--- src/rtl/q8sf_pkg.sv ---
package q8sf_pkg;

  localparam int FRAC_BITS = 14;
  localparam int COORD_W   = 16;
  localparam int OUT_W     = 17;
  // widest linear factor, e.g. csi + eta + 1 or 2*csi + eta
  localparam int FAC_W     = 18;
  // holds 1 - csi^2 scaled by 2^(2*FRAC_BITS)
  localparam int SQ_W      = 32;
  localparam int MUL_W     = SQ_W + FAC_W;
  localparam int CORNER_W  = 34;
  localparam int PROD_W    = CORNER_W + FAC_W;
  localparam int NODE_W    = 3;
  localparam int NODES     = 8;
  localparam logic [NODE_W-1:0] LAST_NODE = NODE_W'(NODES - 1);
  localparam int QDEPTH    = 2;
  localparam int QPTR_W    = $clog2(QDEPTH);

  localparam int K3 = 2 * FRAC_BITS + 2;
  localparam int K2 = 2 * FRAC_BITS + 1;
  localparam int D4 = FRAC_BITS + 2;
  localparam int D2 = FRAC_BITS + 1;
  localparam int D1 = FRAC_BITS;

  localparam logic signed [FAC_W-1:0] S_FAC   = FAC_W'(1) << FRAC_BITS;
  localparam logic signed [FAC_W-1:0] ONE_FAC = FAC_W'(1);
  localparam logic signed [SQ_W-1:0]  S_SQ    = SQ_W'(1) << (2 * FRAC_BITS);

  typedef struct packed {
    logic signed [COORD_W-1:0] csi;
    logic signed [COORD_W-1:0] eta;
    logic signed [SQ_W-1:0]    s2c;
    logic signed [SQ_W-1:0]    s2e;
  } coord_t;

  typedef struct packed {
    logic empty;
    logic full;
  } q_stat_t;

  typedef enum logic [2:0] {
    SH_K3,
    SH_K2,
    SH_D4,
    SH_D2,
    SH_D1
  } shift_e;

  // round half away from zero, then keep the low output bits
  function automatic logic [OUT_W-1:0] round_fix(input logic signed [PROD_W-1:0] x,
                                                 input shift_e sh);
    logic [PROD_W-1:0] mag;
    logic [PROD_W-1:0] r;
    mag = x[PROD_W-1] ? PROD_W'(-x) : PROD_W'(x);
    unique case (sh)
      SH_K3:   r = (mag + (PROD_W'(1) << (K3 - 1))) >> K3;
      SH_K2:   r = (mag + (PROD_W'(1) << (K2 - 1))) >> K2;
      SH_D4:   r = (mag + (PROD_W'(1) << (D4 - 1))) >> D4;
      SH_D2:   r = (mag + (PROD_W'(1) << (D2 - 1))) >> D2;
      SH_D1:   r = (mag + (PROD_W'(1) << (D1 - 1))) >> D1;
      default: r = '0;
    endcase
    r = x[PROD_W-1] ? -r : r;
    return r[OUT_W-1:0];
  endfunction

endpackage

--- src/rtl/q8sf_front.sv ---
module q8sf_front import q8sf_pkg::*; (
  input  logic                      clk_i,
  input  logic                      rst_ni,
  input  logic                      in_valid_i,
  output logic                      in_ready_o,
  input  logic signed [COORD_W-1:0] csi_coord_i,
  input  logic signed [COORD_W-1:0] eta_coord_i,
  input  q_stat_t                   q_stat_i,
  output logic                      q_push_o,
  output coord_t                    q_data_o
);

  logic                      f_valid_q, f_valid_d;
  logic signed [COORD_W-1:0] f_csi_q, f_eta_q;
  logic signed [SQ_W-1:0]    csi_sq, eta_sq;
  logic                      accept;

  assign q_push_o   = f_valid_q && !q_stat_i.full;
  assign in_ready_o = !f_valid_q || !q_stat_i.full;
  assign accept     = in_valid_i && in_ready_o;

  always_comb begin
    f_valid_d = f_valid_q;
    if (accept) begin
      f_valid_d = 1'b1;
    end else if (q_push_o) begin
      f_valid_d = 1'b0;
    end
  end

  always_ff @(posedge clk_i or negedge rst_ni) begin
    if (!rst_ni) begin
      f_valid_q <= 1'b0;
    end else begin
      f_valid_q <= f_valid_d;
    end
  end

  always_ff @(posedge clk_i) begin
    if (accept) begin
      f_csi_q <= csi_coord_i;
      f_eta_q <= eta_coord_i;
    end
  end

  // squared terms shared by the midside nodes
  assign csi_sq = SQ_W'(f_csi_q) * SQ_W'(f_csi_q);
  assign eta_sq = SQ_W'(f_eta_q) * SQ_W'(f_eta_q);

  always_comb begin
    q_data_o.csi = f_csi_q;
    q_data_o.eta = f_eta_q;
    q_data_o.s2c = S_SQ - csi_sq;
    q_data_o.s2e = S_SQ - eta_sq;
  end

endmodule

--- config.mk ---
export PLATFORM = sky130hd
export DESIGN_NAME = q8sf_front
export DESIGN_NICKNAME = d
export VERILOG_FILES = /design/src/rtl/q8sf_pkg.sv /design/src/rtl/q8sf_front.sv
export SDC_FILE = /design/constraint.sdc
export NUM_CORES = 1
export LEC_CHECK = 0
export BUFFER_PORTS_ARGS = -buffer_cell sky130_fd_sc_hd__buf_2
export CORE_MARGIN = 2
export CORE_UTILIZATION = 28
export DETAILED_ROUTE_END_ITERATION = 7
export HOLD_SLACK_MARGIN = 0.08
export MAX_ROUTING_LAYER = met4
export PLACE_DENSITY = 0.41
export SYNTH_ARGS = -nofsm -noshare
export SYNTH_HDL_FRONTEND = slang
export SYNTH_SLANG_ARGS = --single-unit
--- constraint.sdc ---
create_clock -name clk_i -period 5.7 [get_ports clk_i]
set_clock_uncertainty 0.2 [all_clocks]
set_input_delay 0 -clock clk_i [delete_from_list [all_inputs] [get_ports clk_i]]
set_output_delay 0 -clock clk_i [all_outputs]
set_load 0.02 [all_outputs]
== Word-level counts from Yosys, hierarchy flattened ==
Cells that the tools add are included.

* Shifts and indexed selects: 0
* Div/mod/pow operators: 0
* $lt $le $gt $ge: 0
* Eq/ne operators: 0
* Mux-type cells: 2
* Bitwise operators: 0
* Reductions and logical operators: 6
* Multipliers: 2
* Add/sub/neg operators: 2

{| class="wikitable"
|+ Operators by type and width
! cell !! number
|-
| 16-bit by 16-bit multiplier with 32-bit output || 2
|-
| 30-bit by 32-bit subtractor with 32-bit output, first input constant || 2
|-
| 1-bit logical AND || 2
|-
| 1-bit zero test || 2
|-
| 1-bit 2-to-1 mux || 2
|-
| 2-bit nonzero test || 1
|-
| 1-bit logical OR || 1
|}

* ROM bits: 0
* Memories kept: 0
* Output and inout port bits: 98
* Register bits after elaboration: 33
* Latch bits: 0
* Logic and storage cells: 15
* RAM bits: 0

== Depth between registers and ports, before layout ==
* Depth after elaboration: 4
* Mapped depth: 25
* Gate-level depth less buffers: 23

== Worst setup path after synthesis ==
OpenSTA, ideal clock, no wires.

* Path type: reg2out
* Start point: register f_eta_q[15]
* End point: output port q_data_o[30] (netlist name)
* Data arrival time: 6.359 ns
* Required time: 5.500 ns
* Stages on the path, launching flop included: 23
* Path buffers: 3
* Path slack: -0.859 ns
* Cell sequence: edfxtp_1 clkbuf_1 clkbuf_1 nand2_1 inv_1 fa_1 inv_1 fa_1 fa_1 fa_1 fa_1 inv_1 fa_1 inv_1 ha_1 clkbuf_1 and4_1 and3_1 nor3b_1 nor3_1 o2111ai_1 o31ai_1 xnor2_1

{| class="wikitable"
|+ RTL lines
! element !! RTL line !! RTL
|-
| start: declaration || q8sf_front.sv:14 || <nowiki>logic signed [COORD_W-1:0] f_csi_q, f_eta_q;</nowiki>
|-
| start signal: assignment || q8sf_front.sv:42 || <nowiki>f_eta_q <= eta_coord_i;</nowiki>
|-
| end: declaration || q8sf_front.sv:10 || <nowiki>output coord_t q_data_o</nowiki>
|}

==> flow_summary_export.csv <==
group,metric,value,unit
status,status,"complete, but fails checks",
cells_and_area,utilization,38.9,%
logic_synthesis,synth_edf_count,32,
clocking,tritoncts.num_buffers,5,
sta,hold_ws,0.198,ns
floorplan,die-area,73800,um2
sta,hold_viol_final,0,
setup_path,worstSetupEndpointType,"output pin",
logic_synthesis,synth-seq-cells,33,
clocking,clock_latency,0.31,ns
cells_and_area,fin_area,27700,um2
logic_synthesis,netlist_area,20100,um2
global_routing,overflow,0,
setup_path,startpoint,"f_csi_q[2]",
logic_synthesis,synth_nets,2882,
cells_and_area,syn2layout_area_growth,38.0,%
detailed_routing,drcViolationCount,0,
sta,tightest_slew,0.617,ns
detailed_routing,wl_per_cell,15.5,um
setup_path,start_kind,"register",
clocking,clock-sinks,33,
logic_synthesis,synthTopCellsByArea,"fa_1 (49%), inv_1 (14%), ha_1 (13%), edfxtp_1 (4.8%), nand2_1 (3.3%)",
global_routing,grt_pass1_vias,17600,
placed_design,numPortBuffers,133,
clocking,cts_tree,"yes",
floorplan,core_area,71200,um2
cells_and_area,layout_commonest_cell,"inv_1",
sta,max-slew-margin-rel,58.8,%
floorplan,initial_core_util,28.2,%
detailed_routing,first_pass_iters,4,
placed_design,placed_cell_area,25800,um2
setup_path,path_class,"reg -> out",
flow_run,max-cap-violations,0,
setup_path,worstPathRequired,5.50,ns
logic_synthesis,synthCells,2151,
global_routing,antenna_found_initial,2,
sta,slew_violations,0,
setup_path,arrival,6.57,ns
global_routing,grt_max_degree,33,
detailed_routing,vias,15500,
detailed_routing,drt_iter0_drc,486,
detailed_routing,ant_nets,0,
clocking,cts_root_buf,"clkbuf_16",
global_routing,grt_usage,16.9,%
cells_and_area,drive_gt1_share,32.0,%
logic_synthesis,yosys.area.top_type,"fa_1",
clocking,htreeDepth,2,
floorplan,die_w,272,um
cells_and_area,fin_nets,3510,
logic_synthesis,syn_area_per_cell,9.33,um2
worst_hold_path,worst_hold_path_type,"in -> reg",
global_routing,grt_pass1_wl,95.0,mm
logic_synthesis,ys_async_sr_fraction,3.03,%
floorplan,fp.dieH,272,um
logic_synthesis,synth_ff_type,"edfxtp_1",
detailed_routing,drt-total-wl,57.6,mm
sta,fmax,148,MHz
placed_design,post-dp-hpwl,51.5,mm
sta,setup_viol,39,
logic_synthesis,synth_top_area_share,48.7,%
setup_path,worst-path-max-fanout,7,
cells_and_area,mostFrequentLayoutCells,"inv_1 (692), buf_4 (469), fa_1 (467)",
floorplan,io_pins,135,
status,violations,"negative setup slack",
logic_synthesis,ys_types,64,
clocking,path_clk_slew,0.08,ns
detailed_routing,viasPerCell,4.16,
sta,fin_crit,6.77,ns
floorplan,rows,98,
sta,fin_crit_sh,119,%
sta,rsz0062_at_grt,"yes",
placed_design,gp_congestion,0.839,
setup_path,r2r-start,"f_valid_q",
sta,setup_slack,-1.07,ns
worst_hold_path,hold_start,"eta_coord_i[14]",
logic_synthesis,ys_seq_area_share,4.91,%
clocking,cts_buffer_depth,2,
logic_synthesis,ys_warn_count,0,
final timing paths:
check | depth (start not counted) | slack [ns] | endpoint
max | 22 | -1.07 | q_data_o[63]
min | 2 | 0.20 | f_eta_q[14]
max reg2reg | 3 | 3.98 | f_eta_q[13]
min reg2reg | 3 | 0.87 | f_valid_q
max in group asynchronous | 3 | 4.86 | f_valid_q
min in group asynchronous | 3 | 0.34 | f_valid_q
metal layers:
layer  up-vias  share of wire (%)  track usage, %
met3        31                1.9           0.867
met5         -                  0               -
met1      7862                 47            22.8
met4         0                1.3            2.30
li1       7456                  -               -
met2       151                 50            28.8
registers in the layout (all words and copies together), names as in the netlist:
name	count
f_valid_q	1
f_csi_q	16
f_eta_q	16
cells in the mapped netlist, types with 10 or more instances:
cell,count
inv_1,735
fa_1,488
ha_1,206
nand2_1,177
and2_1,76
xnor2_1,56
nor2_1,51
clkbuf_1,43
a21oi_1,41
edfxtp_1,32
nor2b_1,30
xor2_1,29
o21ai_0,27
a21o_1,19
nor3_1,14
nand3_1,12
nand2b_1,10
o21a_1,10
worst max-delay path, stage by stage (launching register included):
cell and delay, ns:
edfxtp_1 0.54, buf_6 0.19, and2_1 0.16, fa_1 0.59, fa_1 0.44, ha_1 0.19, inv_1 0.07, fa_1 0.44
fa_1 0.55, inv_1 0.05, fa_1 0.48, inv_1 0.04, ha_1 0.28, a21o_1 0.23, a221oi_4 0.31, buf_4 0.17
o211ai_1 0.20, o31ai_4 0.41, o21ai_2 0.12, a311o_1 0.30, a21oi_2 0.19, xnor2_2 0.13, buf_4 0.16
area by class of cell:
type                    instances  area (um2)
multi-input cells            1335       17400
repair buffers                669        5260
clock inverters                 1        5.00
inverters                     735        2760
fillers                      7215       43500
diodes                          1        2.50
flip-flops and latches         33         986
well taps                     950        1190
clock buffers                   5         125
stage by stage:
stage / worst slack (ns) / instances / TNS (ns)
finish: -1.07 / 3729 / -24.83
global route: -1.33 / 3729 / -34.40
CTS: -1.18 / 3709 / -28.66
detailed placement: -1.13 / 3644 / -22.63
global placement: -1.11 / 3644 / -21.58
floorplan: -0.447 / 2151 / -4.74
kinds of logic after synthesis:
kind of cell | Yosys count | share of synthesized area, %
multiplexers | 4 | 0.212
XOR/XNOR | 85 | 3.71
AO/OA/AOI/OAI | 150 | 5.18
buffers and inverters | 783 | 14.7
AND/OR/NAND/NOR | 402 | 9.70
flip-flops | 33 | 4.91
adder cells (fa/ha/maj) | 694 | 61.5
timing repair:
action / CTS / global route
pin swaps: 78 / 90
setup endpoints to repair: 42 / 43
setup buffers: 26 / 26
gates resized for setup: 181 / 99
hold buffers: 37 / 0
hold endpoints to repair: 35 / 0
Power is left out: the tool's default activity adds up to more than one toggle a clock period on the data nets, which glitch-free logic cannot reach.
