**config.mk**
```make
export PLATFORM = sky130hd
export DESIGN_NAME = q8sf_fifo
export DESIGN_NICKNAME = d
export VERILOG_FILES = /design/src/rtl/q8sf_pkg.sv /design/src/rtl/q8sf_fifo.sv
export SDC_FILE = /design/constraint.sdc
export NUM_CORES = 1
export LEC_CHECK = 0
export BUFFER_PORTS_ARGS = -buffer_cell sky130_fd_sc_hd__buf_2
export CAP_MARGIN = 40
export CORE_ASPECT_RATIO = 0.5
export CORE_MARGIN = 1.5
export CORE_UTILIZATION = 47
export DETAILED_ROUTE_END_ITERATION = 6
export PLACE_DENSITY = 0.77
export SYNTH_ARGS = -nofsm -noshare
export SYNTH_HDL_FRONTEND = slang
export SYNTH_SLANG_ARGS = --single-unit
```
**constraint.sdc**
```tcl
create_clock -name clk_i -period 4.7 [get_ports clk_i]
set_input_delay 0.47 -clock clk_i [delete_from_list [all_inputs] [get_ports clk_i]]
set_output_delay 0.47 -clock clk_i [all_outputs]
set_load 0.05 [all_outputs]
```
**src/rtl/q8sf_pkg.sv**
```systemverilog
package q8sf_pkg;

  localparam int FRAC_BITS = 14;
  localparam int COORD_W   = 16;
  localparam int OUT_W     = 17;
  // widest linear factor, e.g. csi + eta + 1 or 2*csi + eta
  localparam int FAC_W     = 18;
  // holds 1 - csi^2 scaled by 2^(2*FRAC_BITS)
  localparam int SQ_W      = 32;
  localparam int MUL_W     = SQ_W + FAC_W;
  localparam int CORNER_W  = 34;
  localparam int PROD_W    = CORNER_W + FAC_W;
  localparam int NODE_W    = 3;
  localparam int NODES     = 8;
  localparam logic [NODE_W-1:0] LAST_NODE = NODE_W'(NODES - 1);
  localparam int QDEPTH    = 2;
  localparam int QPTR_W    = $clog2(QDEPTH);

  localparam int K3 = 2 * FRAC_BITS + 2;
  localparam int K2 = 2 * FRAC_BITS + 1;
  localparam int D4 = FRAC_BITS + 2;
  localparam int D2 = FRAC_BITS + 1;
  localparam int D1 = FRAC_BITS;

  localparam logic signed [FAC_W-1:0] S_FAC   = FAC_W'(1) << FRAC_BITS;
  localparam logic signed [FAC_W-1:0] ONE_FAC = FAC_W'(1);
  localparam logic signed [SQ_W-1:0]  S_SQ    = SQ_W'(1) << (2 * FRAC_BITS);

  typedef struct packed {
    logic signed [COORD_W-1:0] csi;
    logic signed [COORD_W-1:0] eta;
    logic signed [SQ_W-1:0]    s2c;
    logic signed [SQ_W-1:0]    s2e;
  } coord_t;

  typedef struct packed {
    logic empty;
    logic full;
  } q_stat_t;

  typedef enum logic [2:0] {
    SH_K3,
    SH_K2,
    SH_D4,
    SH_D2,
    SH_D1
  } shift_e;

  // round half away from zero, then keep the low output bits
  function automatic logic [OUT_W-1:0] round_fix(input logic signed [PROD_W-1:0] x,
                                                 input shift_e sh);
    logic [PROD_W-1:0] mag;
    logic [PROD_W-1:0] r;
    mag = x[PROD_W-1] ? PROD_W'(-x) : PROD_W'(x);
    unique case (sh)
      SH_K3:   r = (mag + (PROD_W'(1) << (K3 - 1))) >> K3;
      SH_K2:   r = (mag + (PROD_W'(1) << (K2 - 1))) >> K2;
      SH_D4:   r = (mag + (PROD_W'(1) << (D4 - 1))) >> D4;
      SH_D2:   r = (mag + (PROD_W'(1) << (D2 - 1))) >> D2;
      SH_D1:   r = (mag + (PROD_W'(1) << (D1 - 1))) >> D1;
      default: r = '0;
    endcase
    r = x[PROD_W-1] ? -r : r;
    return r[OUT_W-1:0];
  endfunction

endpackage

```
**src/rtl/q8sf_fifo.sv**
```systemverilog
module q8sf_fifo import q8sf_pkg::*; (
  input  logic    clk_i,
  input  logic    rst_ni,
  input  logic    push_i,
  input  coord_t  push_data_i,
  input  logic    pop_i,
  output coord_t  head_o,
  output q_stat_t stat_o
);

  coord_t              mem_q [QDEPTH];
  logic [QPTR_W-1:0]   wr_ptr_q, rd_ptr_q;
  logic [QPTR_W:0]     count_q, count_d;

  assign head_o       = mem_q[rd_ptr_q];
  assign stat_o.empty = (count_q == '0);
  assign stat_o.full  = (count_q == (QPTR_W + 1)'(QDEPTH));

  always_comb begin
    count_d = count_q;
    if (push_i && !pop_i) begin
      count_d = count_q + 1'b1;
    end else if (pop_i && !push_i) begin
      count_d = count_q - 1'b1;
    end
  end

  always_ff @(posedge clk_i or negedge rst_ni) begin
    if (!rst_ni) begin
      wr_ptr_q <= '0;
      rd_ptr_q <= '0;
      count_q  <= '0;
    end else begin
      count_q <= count_d;
      if (push_i) begin
        wr_ptr_q <= wr_ptr_q + 1'b1;
      end
      if (pop_i) begin
        rd_ptr_q <= rd_ptr_q + 1'b1;
      end
    end
  end

  always_ff @(posedge clk_i) begin
    if (push_i) begin
      mem_q[wr_ptr_q] <= push_data_i;
    end
  end

endmodule

```
======== Yosys cells after proc, flatten, opt, wreduce, memory -nomap -nowiden ========
Memory sizes are Yosys's and may differ from the RTL's.
Index checks and enable logic that the tools add are counted.
word-level totals
  output and inout bits ................... 98
  register bits ........................... 4
  memories ................................ 1
  bits of input ports ..................... 100
  memory bits (writable) .................. 192
memory list
  memory  depth  bits a word  rd ports  clocked after memory_dff  write ports  RTL line         RTL
  mem_q   2      96           1         0                         1            q8sf_fifo.sv:11  coord_t mem_q [QDEPTH];
operators by class
  reductions and logical operators ........ 6
  mux-type cells .......................... 4
  $add $sub $neg .......................... 4
  equal/unequal tests ..................... 1
operator list
  operator                                                             number
  2-bit 2-to-1 mux                                                     2
  1-bit adder (second input constant)                                  2
  2-bit by 1-bit adder with 2-bit output (second input constant)       1
  2-bit equality test (second input constant)                          1
  1-bit logical AND                                                    2
  1-bit logical NOT                                                    2
  2-bit logical NOT                                                    1
  1-bit 2-to-1 mux                                                     2
  2-bit nonzero test                                                   1
  2-bit by 1-bit subtractor with 2-bit output (second input constant)  1

======== Logic depth before layout (Yosys ltp) ========
Gate-level depths: netlist (run 1).
  word-level depth ........................ 4
  gate-level depth with buffers ........... 5
  depth with buffers taken out ............ 5

======== Worst setup path after synthesis (run 1) ========
Ideal clock, no wire load.
  path kind ............................... register to register
  start point ............................. reg wr_ptr_q
  end point ............................... mem mem_q[0][0] (netlist bit) (enable)
  setup time .............................. 0.563 ns
  arrival ................................. 4.653 ns
  stages on the path, launching flop included .. 2
  path slack .............................. -0.516 ns
  required time ........................... 4.137 ns
  cells stage by stage .................... dfrtp_1 nor2b_1
RTL lines
  item                      RTL line         RTL
  start: declaration        q8sf_fifo.sv:12  logic [QPTR_W-1:0] wr_ptr_q, rd_ptr_q;
  start signal: assignment  q8sf_fifo.sv:36  wr_ptr_q <= wr_ptr_q + 1'b1;
  end: declaration          q8sf_fifo.sv:11
No word-level cell before the write port.

==> results of run 1 <==
-- worst register-to-register path, stage by stage, from the launching register on --
cell and delay [ps]:
dfrtp_1 430, and2_4 380, buf_16 310, buf_4 440
-- worst paths after layout --
check | cells after the start | to
min in group asynchronous | 2 | count_q[0]$_DFFE_PN0P_
hold reg to reg | 1 | count_q[1]$_DFFE_PN0P_
setup / recovery | 3 | head_o[95]
hold / removal | 1 | mem_q[0][66]$_DFFE_PP_
max in group asynchronous | 2 | rd_ptr_q$_DFFE_PN0P_
setup reg to reg | 3 | mem_q[1][22]$_DFFE_PP_
-- registers in the layout (all words and copies together) (netlist names) --
register  count
mem_q       192
rd_ptr_q      1
wr_ptr_q      1
count_q       2
-- synth_stat cells, drive strengths merged --
library cell / number
mux2: 96
nor2: 2
and2: 1
xor2: 4
nor2b: 2
edfxtp: 192
xnor2: 1
dfrtp: 4
ha: 1
inv: 1
buf: 11
-- power breakdown --
| group | internal [uW] | switching, uW |
|---|---|---|
| logic | 759 | 1820 |
| registers | 2320 | 169 |
| clock network | 800 | 642 |
-- final cells by class --
cell class / instances / area, um^2 / share of cell area
clock inverters: 15 / 168 / 0.0185
inverters: 1 / 3.75 / 0.000414
repair buffers: 203 / 1070 / 0.118
well taps: 198 / 248 / 0.0273
multi-input cells: 107 / 1290 / 0.142
clock buffers: 17 / 425 / 0.0469
flip-flops and latches: 196 / 5870 / 0.647
-- metal layers --
| layer | vias up | part of all wire | wire length (um) | global-route usage |
|---|---|---|---|---|
| li1 | 1677 | - | - | - |
| met5 | - | 0 | 0 | 0 |
| met3 | 19 | 0.029 | 369 | 0.0324 |
| met2 | 85 | 0.57 | 7370 | 0.315 |
| met1 | 1793 | 0.38 | 4890 | 0.170 |
| met4 | 0 | 0.020 | 263 | 0.0708 |
-- metrics by stage --
step	utilization	setup slack, ps	total power (uW)	hold WS [ps]
floorplan	-	1290	4630	174
global placement	0.572	2200	5090	278
detailed placement	0.574	2190	5130	281
CTS	0.615	1750	6580	228
global route	0.615	1670	6760	221
finish	0.615	1800	6510	246
-- logic make-up (layout without fill, tap and decap cells) --
logic type    count (synthesis)  in the layout  share of synthesized area
fa+ha+maj                     1              1                    0.00173
buf+inv                      12            236                     0.0125
xor+xnor                      5              5                    0.00606
simple gates                  5              5                    0.00363
mux                          96             96                      0.165
flops                       196            196                      0.811
-- repair_timing --
action	CTS	global route
endpoints found under the hold margin	4	0
gates resized for setup	0	0
setup endpoints to repair	0	0
hold buffers	1	0
==> summary.md, run 1 <==
| Metric | Value |
|---|---|
| Number of max-cap violations | `0` |
| Antenna fix cells | `0` |
| Routed wire length | `12900 um` |
| Setup violators final | `0` |
| Power per cell area | `roughly 720 nW/um^2` |
| CTS tree | `built` |
| Run status | `complete, no violations` |
| Critical path buffer and inverter count | `2` |
| Syn avg cell area | `around 23 um^2` |
| Final hold vios | `0` |
| Clk sink count | `between 150 and 200` |
| Clock Tree Root | `clkbuf_16` |
| Syn Std Cell Area | `about 7200 um^2` |
| Worst hold path class | `in2reg` |
| Area Growth Syn to Fin | `25.4%` |
| Most common cell after layout, fill and taps aside | `buf_2` |
| Slew HR | `0.547` |
| IO buf count | `between 150 and 200` |
| Initial antenna violation count | `0` |
| Distinct cells, synth | `13` |
| Reg-to-reg slack, setup | `~2800 ps` |
| Syn Nets | `roughly 420` |
| CTS HTree Levels | `4` |
| Crit. End Element | `output pin` |
| Cells after DPL | `about 700` |
| Post-synth top area share | `0.797` |
| Gr usage total | `0.163` |
| CP delay by family, top | `flip-flops` |
| DP Wirelength | `8660 um` |
| Synth Instances | `around 320` |
| Worst path slowest cell | `dfrtp_4` |
| Die height | `90.7 um` |
| Vias in the first global route | `roughly 3800` |
| RSZ-0062 raised after global routing | `false` |
| Largest net degree at the start of global routing | `about 80` |
| Worst setup path class | `reg2out` |
| Fmax | `around 340 MHz` |
| LEAKAGE | `roughly 0.0035 uW` |
| First-pass GRT wire length | `around 20000 um` |
| Placer's final routability congestion estimate | `between 0.7 and 0.8` |
| Post-DP Area | `~8500 um^2` |
| Layout cells sized above 1 | `0.616` |
| Detail Route Antenna Nets | `0` |
| Vias | `about 3600` |
| Filler cell count | `roughly 1100` |
| Initial drt markers | `about 140` |
| Num CTS Buffers | `17` |
| Fin crit period | `approximately 2900 ps` |
| Worst Path Max Fanout | `47` |
| Drt pass-1 iters | `4` |
| Core ar. | `14700 um^2` |
| Setup TNS | `0 ps` |
| Fin area | `approximately 9100 um^2` |
| Fin Clk Skew | `about 7.9 ps` |
| Worst setup startpoint | `rd_ptr_q$_DFFE_PN0P_` |
| NumNets Final | `between 600 and 700` |
| Row count | `31` |
| Post-CTS setup buffer count | `0` |
| Max clock buf depth | `2` |
| Vias per std cell | `about 4.8` |
| Detailed-route DRC error count | `0` |
| Avg WL per Cell | `about 17 um` |
| Skew-Pair Late Insertion Delay | `around 410 ps` |
| Crit-path cells | `buf_4, mux2_2, buf_2` |
| Final Non-Filler Cells | `737` |
| Fin. max-slew vios | `0` |
| Hold wc startpoint | `push_data_i[66]` |
| Crit start category | `flip-flop` |
| Die W | `about 180 um` |
| Yosys warns | `0` |
| Most frequent cells in the layout | `buf_2, edfxtp_1, mux2_2` |
| WP data arrival | `2430 ps` |
| Worst-Margin Slew | `roughly 680 ps` |
| Maximum vdd drop | `around 0.35 mV` |
| Required time at the worst-slack endpoint | `approximately 4200 ps` |
| Post-synthesis sequential area ratio | `0.811` |
| Clock slew at reported path FFs | `around 70 ps` |
| FF+latch count, synth | `slightly below 200` |
| Worst path max stage delay | `between 800 and 900 ps` |
| Ports | `just under 200` |
| Die ar. | `16200 um^2` |
| Area leader, netlist | `edfxtp_1` |
| Crit Reg-Reg Startpoint | `wr_ptr_q$_DFFE_PN0P_` |
| Grt total ovfl | `0` |
| Final Cycle Share | `0.618` |
| Initial Util | `0.491` |
| Dominant cells by area after synthesis | `edfxtp_1, mux2_2, mux2_4` |
No activity file was read; power rests on OpenSTA's default activity.
==> inputs of run 2 (changes only) <==
- CORE_UTILIZATION: 47 -> 50
- PLACE_DENSITY: 0.77 -> 0.78
- clock period: 4.7 -> 3 ns (I/O delays scaled with it)
==> summary.md, run 2 (synthesis gave the netlist of run 1 again) <==
| Metric | Value |
|---|---|
| Fmax | `between 400 and 500 MHz` |
| Ports | `198 (unchanged)` |
| Routed wire length | `13200 um (+2.0%)` |
| Setup TNS | `0 ps (unchanged)` |
| Worst setup startpoint | `rd_ptr_q$_DFFE_PN0P_` |
| WP data arrival | `1930 ps (-500 ps)` |
| Hold wc startpoint | `push_data_i[5]` |
| Largest net degree at the start of global routing | `72 (-7.7%)` |
| Gr usage total | `0.170 (+0.00696)` |
| Worst path slowest cell | `buf_4` |
| Slew HR | `0.619 (+0.0722)` |
| FF-to-FF path depth | `2 (-1)` |
| LEAKAGE | `0.00353 uW (+0.68%)` |
| Fin. max-slew vios | `0 (unchanged)` |
| End of the worst register-to-register path | `mem_q[1][82]$_DFFE_PP_` |
| Clock slew at reported path FFs | `80 ps (about the same)` |
| Antenna fix cells | `0 (unchanged)` |
| Critical path buffer and inverter count | `2 (unchanged)` |
| Most frequent cells in the layout | `buf_2, edfxtp_1, mux2_2` |
| Placer's final routability congestion estimate | `0.730 (-0.69%)` |
| Vias | `3604 (+0.84%)` |
| CP delay by family, top | `buffers and inverters` |
| Grt total ovfl | `0 (unchanged)` |
| Worst hold path class | `in2reg` |
| Run status | `complete, no violations` |
| Filler cell count | `980 (-11%)` |
| Sw frac | `0.401 (-0.00270)` |
| Initial Util | `0.522 (+0.0315)` |
| Drt pass-1 iters | `4 (unchanged)` |
| Max clock buf depth | `2 (unchanged)` |
| IO buf count | `197 (unchanged)` |
| Die W | `173 um (-3.0%)` |
| Skew-Pair Late Insertion Delay | `410 ps (about the same)` |
| Hold Path End | `mem_q[1][5]$_DFFE_PP_` |
| Area Growth Syn to Fin | `25.9%` |
| Reg-to-reg slack, setup | `1360 ps (-1430 ps)` |
| Worst setup path class | `reg2out` |
| Required time at the worst-slack endpoint | `2700 ps (-1530 ps)` |
| Most common cell after layout, fill and taps aside | `buf_2` |
| Min Hold Slack | `72.2 ps (-174 ps)` |
| Avg WL per Cell | `18.0 um (+2.6%)` |
| Crit Reg-Reg Startpoint | `wr_ptr_q$_DFFE_PN0P_` |
| CTS tree | `built` |
| CTS HTree Levels | `4 (unchanged)` |
| Crit-path cells | `buf_4, mux2_2, buf_2` |
| Seq pwr share | `0.365 (-0.017)` |
| Maximum vdd drop | `0.654 mV (+87%)` |
| Combinational share of power | `0.407 (+0.011)` |
| Fin Clk Skew | `11.4 ps (+3.44 ps)` |
| Final hold vios | `0 (unchanged)` |
| Worst-Margin Slew | `571 ps (-108 ps)` |
| Worst path max stage delay | `460 ps (-420 ps)` |
| Max reg flops | `192 (unchanged)` |
| Total internal power | `6180 uW (+60%)` |
| Number of max-cap violations | `0 (unchanged)` |
| Most flops, register | `mem_q` |
| Clock Tree Root | `clkbuf_16` |
| Vias in the first global route | `3817 (+1.8%)` |
| Post-DP Area | `8480 um^2 (+0.15%)` |
| First-pass GRT wire length | `19400 um (-0.43%)` |
| Clk sink count | `196 (unchanged)` |
| Clock power share | `0.228 (+0.006)` |
| Vias per std cell | `4.92 (+1.4%)` |
| Layout cells sized above 1 | `0.617 (+0.00142)` |
| Die height | `88.0 um (-2.9%)` |
| Fin crit period | `about 2200 ps` |
| Worst Path Max Fanout | `35 (-26%)` |
| NumNets Final | `629 (+0.32%)` |
| Crit start category | `flip-flop` |
| RSZ-0062 raised after global routing | `false` |
| Final Cycle Share | `0.743` |
| Detail Route Antenna Nets | `0 (unchanged)` |
| DP Wirelength | `8790 um (+1.5%)` |
| Num CTS Buffers | `17 (unchanged)` |
| Net Switching | `4150 uW (+58%)` |
| Row count | `30 (-3.2%)` |
| Regs by FF count | `mem_q: 192 flops, count_q: 2 flops` |
| Hold Path Cell Cnt | `1 (unchanged)` |
| Crit. End Element | `output pin` |
| Die ar. | `15200 um^2 (-5.9%)` |
| Resized cells post-CTS | `0 (unchanged)` |
| Setup violators final | `0 (unchanged)` |
| Initial drt markers | `165 (+22%)` |
| Power per cell area | `1130 nW/um^2 (+58%)` |
| Core ar. | `13900 um^2 (-6.0%)` |
| Detailed-route DRC error count | `0 (unchanged)` |
| Initial antenna violation count | `0 (unchanged)` |
| Fin area | `9110 um^2 (+0.46%)` |
## run 2: cell types whose count changed in the layout (fill, tap and decap cells not counted), sizes merged
cell and change:
bufinv +1, inv -1, buf +2
## run 2: cell type report
type / instances / area (um^2) / area share
well taps: 192 / 240 / 0.0264
clock inverters: 15 / 196 / 0.0216
flip-flops and latches: 196 / 5870 / 0.644
repair buffers: 205 / 1090 / 0.119
clock buffers: 17 / 425 / 0.0467
multi-input cells: 107 / 1290 / 0.141
inverters: 1 / 3.75 / 0.000412
## run 2: stage by stage
stage	utilization	setup slack [ps]	instances	total power, uW
3_3_place_gp	0.612	1220	700	8030
3_5_place_dp	0.612	1190	700	8090
4_1_cts	0.658	745	733	10400
2_1_floorplan	-	729	315	7220
5_1_grt	0.658	693	733	10700
6_report	0.658	770	733	10300
## run 2: how the worst max path moves through the flow
| stage | end | cells past startpoint | slack [ps] |
|---|---|---|---|
| floorplan | mem_q[0][0]$_DFFE_PP_ | 1 | 730 |
| global placement | head_o[6] | 3 | 1220 |
| detailed placement | head_o[27] | 3 | 1190 |
| CTS | head_o[80] | 3 | 750 |
| global route | head_o[95] | 3 | 690 |
| finish | head_o[80] | 3 | 770 |
## run 2: repair_timing
action,4_1_cts,5_1_grt
setup buffers,0,0
hold endpoints to repair,4,0
hold buffers,1,0
## run 2: routing by layer
metal  wire (um)  track usage  share of wire  vias up
met1        5080        0.190           0.39     1805
li1            -            -              -     1673
met5           0            0              0        -
met2        7210        0.322           0.55      103
met4         266       0.0735          0.020        0
met3         594       0.0369          0.045       23
## run 2: power by group through the flow
stage	sequential, uW	clock, uW	combinational (uW)
final	3770	2350	4200
after floorplan	3800	0	3430
after detailed placement	3840	0	4250
after global routing	3820	2490	4390
after CTS	3780	2400	4260
after global placement	3810	0	4220
